File: src/hdl/rmic_pkg.sv
`default_nettype none
package rmic_pkg;

    localparam int MAX_AXES_DEF       = 3;
    localparam int AXIS_SIZE_BITS_DEF = 16;
    localparam int FIELD_AXES         = 3;
    localparam int INDEX_W            = 16;
    localparam int OFFSET_W           = 48;
    localparam int CFG_W              = 16;
    localparam int CFG_IDX_W          = 2;
    localparam int IN_TDATA_W         = 104;
    localparam int OUT_TDATA_W        = 104;

    localparam logic KIND_FWD = 1'b0;
    localparam logic KIND_INV = 1'b1;

    typedef enum logic [1:0] {
        ST_OK     = 2'd0,
        ST_AXES   = 2'd1,
        ST_RANGE  = 2'd2,
        ST_OFFSET = 2'd3
    } status_t;

    typedef enum logic [CFG_IDX_W-1:0] {
        REG_AXIS_COUNT = 2'd0,
        REG_AXIS0_SIZE = 2'd1,
        REG_AXIS1_SIZE = 2'd2,
        REG_AXIS2_SIZE = 2'd3
    } reg_idx_t;

    typedef struct packed {
        logic    kind;
        status_t status;
    } ctl_t;

endpackage
`default_nettype wire

File: src/hdl/rmic_out_buf.sv
`default_nettype none
module rmic_out_buf #(
    parameter int W = rmic_pkg::OUT_TDATA_W
) (
    input  wire logic         clk,
    input  wire logic         rst_n,
    input  wire logic         in_valid,
    output logic              in_ready,
    input  wire logic [W-1:0] in_data,
    output logic              out_valid,
    input  wire logic         out_ready,
    output logic [W-1:0]      out_data
);
    logic         out_vld_reg;
    logic         skid_vld_reg;
    logic [W-1:0] out_reg;
    logic [W-1:0] skid_reg;

    assign in_ready  = !skid_vld_reg;
    assign out_valid = out_vld_reg;
    assign out_data  = out_reg;

    always_ff @(posedge clk or negedge rst_n)
    begin
        if (!rst_n)
        begin
            out_vld_reg  <= 1'b0;
            skid_vld_reg <= 1'b0;
        end
        else if (!out_vld_reg || out_ready)
        begin
            if (skid_vld_reg)
            begin
                out_vld_reg  <= 1'b1;
                skid_vld_reg <= 1'b0;
            end
            else
            begin
                out_vld_reg <= in_valid;
            end
        end
        else if (in_valid && !skid_vld_reg)
        begin
            skid_vld_reg <= 1'b1;
        end
    end

    always_ff @(posedge clk)
    begin
        if (!out_vld_reg || out_ready)
        begin
            out_reg <= skid_vld_reg ? skid_reg : in_data;
        end
        else if (in_valid && !skid_vld_reg)
        begin
            skid_reg <= in_data;
        end
    end

    a_skid_needs_out: assert property (@(posedge clk) disable iff (!rst_n)
        skid_vld_reg |-> out_vld_reg)
        else $error("skid entry without output entry");

    a_skid_on_stall: assert property (@(posedge clk) disable iff (!rst_n)
        $rose(skid_vld_reg) |-> $past(out_vld_reg && !out_ready))
        else $error("skid filled without output stall");

    a_hold_on_stall: assert property (@(posedge clk) disable iff (!rst_n)
        out_vld_reg && !out_ready |=> out_vld_reg && $stable(out_reg))
        else $error("output changed while stalled");

endmodule
`default_nettype wire

File: config.mk
export PLATFORM = sky130hd
export DESIGN_NAME = rmic_out_buf
export DESIGN_NICKNAME = d
export VERILOG_FILES = /design/src/hdl/rmic_pkg.sv /design/src/hdl/rmic_out_buf.sv
export SDC_FILE = /design/constraint.sdc
export NUM_CORES = 1
export LEC_CHECK = 0
export ABC_AREA = 1
export BUFFER_PORTS_ARGS = -buffer_cell sky130_fd_sc_hd__buf_2
export CAP_MARGIN = 5
export CORE_MARGIN = 4
export CORE_UTILIZATION = 52
export DETAILED_ROUTE_END_ITERATION = 16
export PLACE_DENSITY_LB_ADDON = 0.15
export SYNTH_ARGS = -nofsm -noshare
export SYNTH_HDL_FRONTEND = slang
export SYNTH_SLANG_ARGS = --single-unit
export TNS_END_PERCENT = 1
File: constraint.sdc
create_clock -name clk -period 8.65 [get_ports clk]
set_clock_uncertainty 0.05 [all_clocks]
set_input_delay 2.595 -clock clk [delete_from_list [all_inputs] [get_ports clk]]
set_output_delay 2.595 -clock clk [all_outputs]
set_load 0.005 [all_outputs]
# --- Word-level counts from Yosys, hierarchy flattened ---
# Index checks and enable logic that the tools add are counted.
word_totals:
  ff_bits: 210
  output_inout_bits: 106
  elab_cells: 15
  in_bits: 108
op_classes:
  n_bitwise: 1
  n_reduce_logical: 6
  mux: 4
op_table:
  columns: ["op", "count"]
  rows:
  - ["104-bit 2-to-1 mux", 1]
  - ["1-bit 2-to-1 mux", 3]
  - ["1-bit logical NOT", 2]
  - ["2-bit AND reduction", 1]
  - ["2-bit nonzero test", 1]
  - ["1-bit logical AND", 1]
  - ["1-bit logical OR", 1]
  - ["1-bit inverter", 1]

# --- Depth between registers and ports, before layout ---
logic_depth:
  word_depth: 4
  ltp_mapped: 6

# --- Worst setup path before layout ---
# OpenSTA, ideal clock, no wires.
synth_timing:
  path_kind: "input port to flip-flop"
  start: "input out_ready"
  end: "register skid_reg[0] (enable)"
  slack_ps: -1604
  arrival_time_ps: 9634
  cell_stages: 3
  t_required_ps: 8030
  setup_time_ps: 570
  path_buffers: 0
  path_cell_list: "inv_1 > nand2_1 > nor2_1"
synth_between:
  elab_chain_len: 3
synth_lines:
  columns: ["item", "line", "text"]
  rows:
  - ["from (decl)", "rmic_out_buf.sv:11", "input wire logic out_ready,"]
  - ["1-bit logical OR", "rmic_out_buf.sv:50", "if (!out_vld_reg || out_ready)"]
  - ["1-bit inverter (no line)", null, null]
  - ["2-bit AND reduction (no line)", null, null]
  - ["to (signal assigned)", "rmic_out_buf.sv:56", "skid_reg <= in_data;"]
  - ["to (decl)", "rmic_out_buf.sv:17", "logic [W-1:0] skid_reg;"]
# No other way between the ends.
# A chain may end at the register's enable or synchronous reset.

# --- Final worst setup path ---
layout_timing:
  start: "register skid_vld_reg"
  end: "output in_ready"
layout_between:
  elab_chain_len: 1
layout_lines:
  columns: ["item", "line", "text"]
  rows:
  - ["from (decl)", "rmic_out_buf.sv:15", "logic skid_vld_reg;"]
  - ["from (signal assigned)", "rmic_out_buf.sv:28", "skid_vld_reg <= 1'b0;"]
  - ["from (signal assigned)", "rmic_out_buf.sv:35", "skid_vld_reg <= 1'b0;"]
  - ["from (signal assigned)", "rmic_out_buf.sv:44", "skid_vld_reg <= 1'b1;"]
  - ["1-bit logical NOT", "rmic_out_buf.sv:19", "assign in_ready = !skid_vld_reg;"]
  - ["to (decl)", "rmic_out_buf.sv:8", "output logic in_ready,"]
# No other way between the ends.

==> results.json <==
{
  "status": "completed",
  "nFillCells": 1107,
  "final_antenna_net_count": 0,
  "grt.total_usage_pct": 17.3,
  "wirelength_mm": 15.0,
  "syn_nets": 661,
  "slew_viol_final": 0,
  "whs_endpoint": "out_data[72]",
  "hold_buffers": 0,
  "yosysSeqAreaShare_pct": 82.2,
  "ir_worst_vdd_v": 0.000178,
  "p_int_w": 0.00180,
  "r2r_setup_slack_ns": 6.32,
  "synth-seq-cells": 210,
  "netlist_area_um2": 7660,
  "drc_errors": 0,
  "synth_edf_count": 208,
  "synth_top_area_share_pct": 81.5,
  "grt_max_degree": 107,
  "max_freq_ghz": 0.222,
  "wl_per_cell_um": 15.5,
  "syn_area_per_cell_um2": 13.9,
  "worstMarginPinSlew_ns": 1.10,
  "port_buffers": 213,
  "yosys.cell_types.count": 9,
  "combinationalPowerShare_pct": 7.7,
  "cts_tree": "done",
  "final_cells": 970,
  "grt_pass1_vias": 4440,
  "cts_max_level": 1,
  "clkSlewWorstSetupHoldPaths_ns": 0.06,
  "postCtsSetupRepairBufs": 0,
  "p_sw_share_pct": 21.4,
  "start_util_pct": 52.9,
  "rsz0062_at_grt": "no",
  "hpwl_mm": 9.60,
  "r2r-start": "skid_vld_reg",
  "period_minus_slack_ns": 4.50,
  "synth.most_common_cell": "nand2_1",
  "drive_gt1_share_pct": 31.6,
  "synth_simple_gate_area_share_pct": 15.6,
  "overflow": 0,
  "fin_crit_sh_pct": 52.0,
  "maxSlewHeadroom_pct": 26.7,
  "clk_latency_ns": 0.48,
  "ctsRootBufferMaster": "clkbuf_16",
  "drtIter0Drc": 319,
  "placed_cells": 931,
  "core-area_um2": 14500,
  "via_per_inst": 4.79,
  "fin_tns_setup_ns": 0,
  "start_kind": "register",
  "ios": 214,
  "r2r_cells": 4,
  "hold_violations": 0,
  "crit_arrival_ns": 1.85,
  "hp-start": "skid_reg[72]",
  "synth_top_family_by_area": "simple AND/OR/NAND/NOR gates",
  "synth_xor_area_share_pct": 0,
  "netlist_instances": 553,
  "hold_depth": 2,
  "r2r-end": "out_data[17]",
  "syn_to_final_growth_pct": 24.2,
  "muxShareOfSynthArea_pct": 0,
  "fin_nets": 879,
  "crit_type": "register to primary output",
  "dieWidth_um": 129,
  "ys.flop_type": "edfxtp_1",
  "setup_violations": 0,
  "clk_path_buf_depth": 3,
  "endpoint_kind": "primary output",
  "cp_data_required_time_ns": 6.01,
  "synth_compound_area_share_pct": 0,
  "p_per_area_nw_per_um2": 241,
  "die_h_um": 129,
  "via_count": 4644,
  "dieArea_um2": 16700,
  "synth_adder_area_share_pct": 0,
  "netlist_top_cells_area": "edfxtp_1 (82%), nand2_1 (15%), buf_6 (0.73%)",
  "gp_congestion": 0.793,
  "post_cts_resized": 0,
  "cp_max_fo": 106,
  "synthArstFlopShare_pct": 0.952,
  "drtPass1Iterations": 4,
  "yosysWarningCount": 0,
  "yosysTopAreaCell": "edfxtp_1",
  "clock-sinks": 210,
  "hold_path_class": "register to register",
  "pwr-share-seq_pct": 54.4,
  "rows": 44,
  "grt_pass1_wl_mm": 22.9,
  "grt_antenna_before_repair": 3,
  "clkPwrFrac_pct": 37.9,
  "numCtsBuffers": 22,
  "netlist_top_cells_count": "nand2_1 (315), edfxtp_1 (208), buf_2 (11)",
  "p_switching_w": 0.000491,
  "total_leakage_power_nw": 4.15,
  "drv_cap": 0
}
[through the flow]
step / setup WS (ns) / total power (W) / cell area, um^2 / util (%) / hold WS [ns]
3_5_place_dp: 4.20 / 0.00145 / 8840 / 61.1 / 0.454
5_1_grt: 4.03 / 0.00238 / 9520 / 65.7 / 0.483
6_report: 4.15 / 0.00229 / 9520 / 65.7 / 0.464
2_1_floorplan: 0.232 / 0.00135 / 7670 / - / 0.441
4_1_cts: 4.10 / 0.00232 / 9510 / 65.7 / 0.464
3_3_place_gp: 4.25 / 0.00144 / 8840 / 61.1 / 0.450
[cell type report]
class                   instances  area (um^2)  share of cell area (%)
repair buffers                217         1100                    11.5
well taps                     184          230                    2.42
clock inverters                11         77.6                   0.815
multi-input cells             318         1210                    12.7
flip-flops and latches        210         6300                    66.2
clock buffers                  27          591                    6.21
inverters                       2         10.0                   0.105
diodes                          1         2.50                  0.0263
[cell usage in the layout (no fill, tap or decap)]
master and count:
nand2_1 314, buf_2 213, edfxtp_1 208, clkbuf_16 23, clkinv_1 7, clkbuf_1 4
buf_4 4, nor2_1 2, clkinv_2 2, diode_2 1, inv_4 1, inv_1 1
nand2_4 1, nor2_4 1, bufinv_16 1, inv_8 1, dfrtp_1 1, dfrtp_4 1
[worst max-delay path by stage]
stage	from	to	slack, ns	cells after the start
6_report	skid_vld_reg	in_ready	4.15	2
5_1_grt	skid_vld_reg	in_ready	4.03	2
4_1_cts	skid_vld_reg	in_ready	4.10	2
3_5_place_dp	out_ready	out_data[13]	4.20	4
3_3_place_gp	out_ready	out_data[13]	4.25	4
2_1_floorplan	out_ready	skid_reg[0]	0.23	3
[logic make-up after synthesis]
kind of cell,after synthesis
flops,210
buf+inv,25
simple gates,318
[layer usage]
metal / GRT usage, % / part of all wire (%)
met1: 25.0 / 43
met4: 4.39 / 1.6
met2: 26.5 / 45
met3: 4.62 / 11
met5: 0 / 0.15
[critical path, stage by stage, from the launching register on]
cell and delay, ns:
dfrtp_4 1.15, inv_4 0.03, buf_2 0.17
[power groups by stage]
stage | sequential (W) | combinational [W] | clock [W]
6_report | 0.00125 | 0.000177 | 0.000867
5_1_grt | 0.00125 | 0.000203 | 0.000928
4_1_cts | 0.00125 | 0.000182 | 0.000887
3_5_place_dp | 0.00127 | 0.000182 | 0
3_3_place_gp | 0.00127 | 0.000177 | 0
2_1_floorplan | 0.00126 | 0.0000828 | 0
Power figures use the tool's default switching activity.
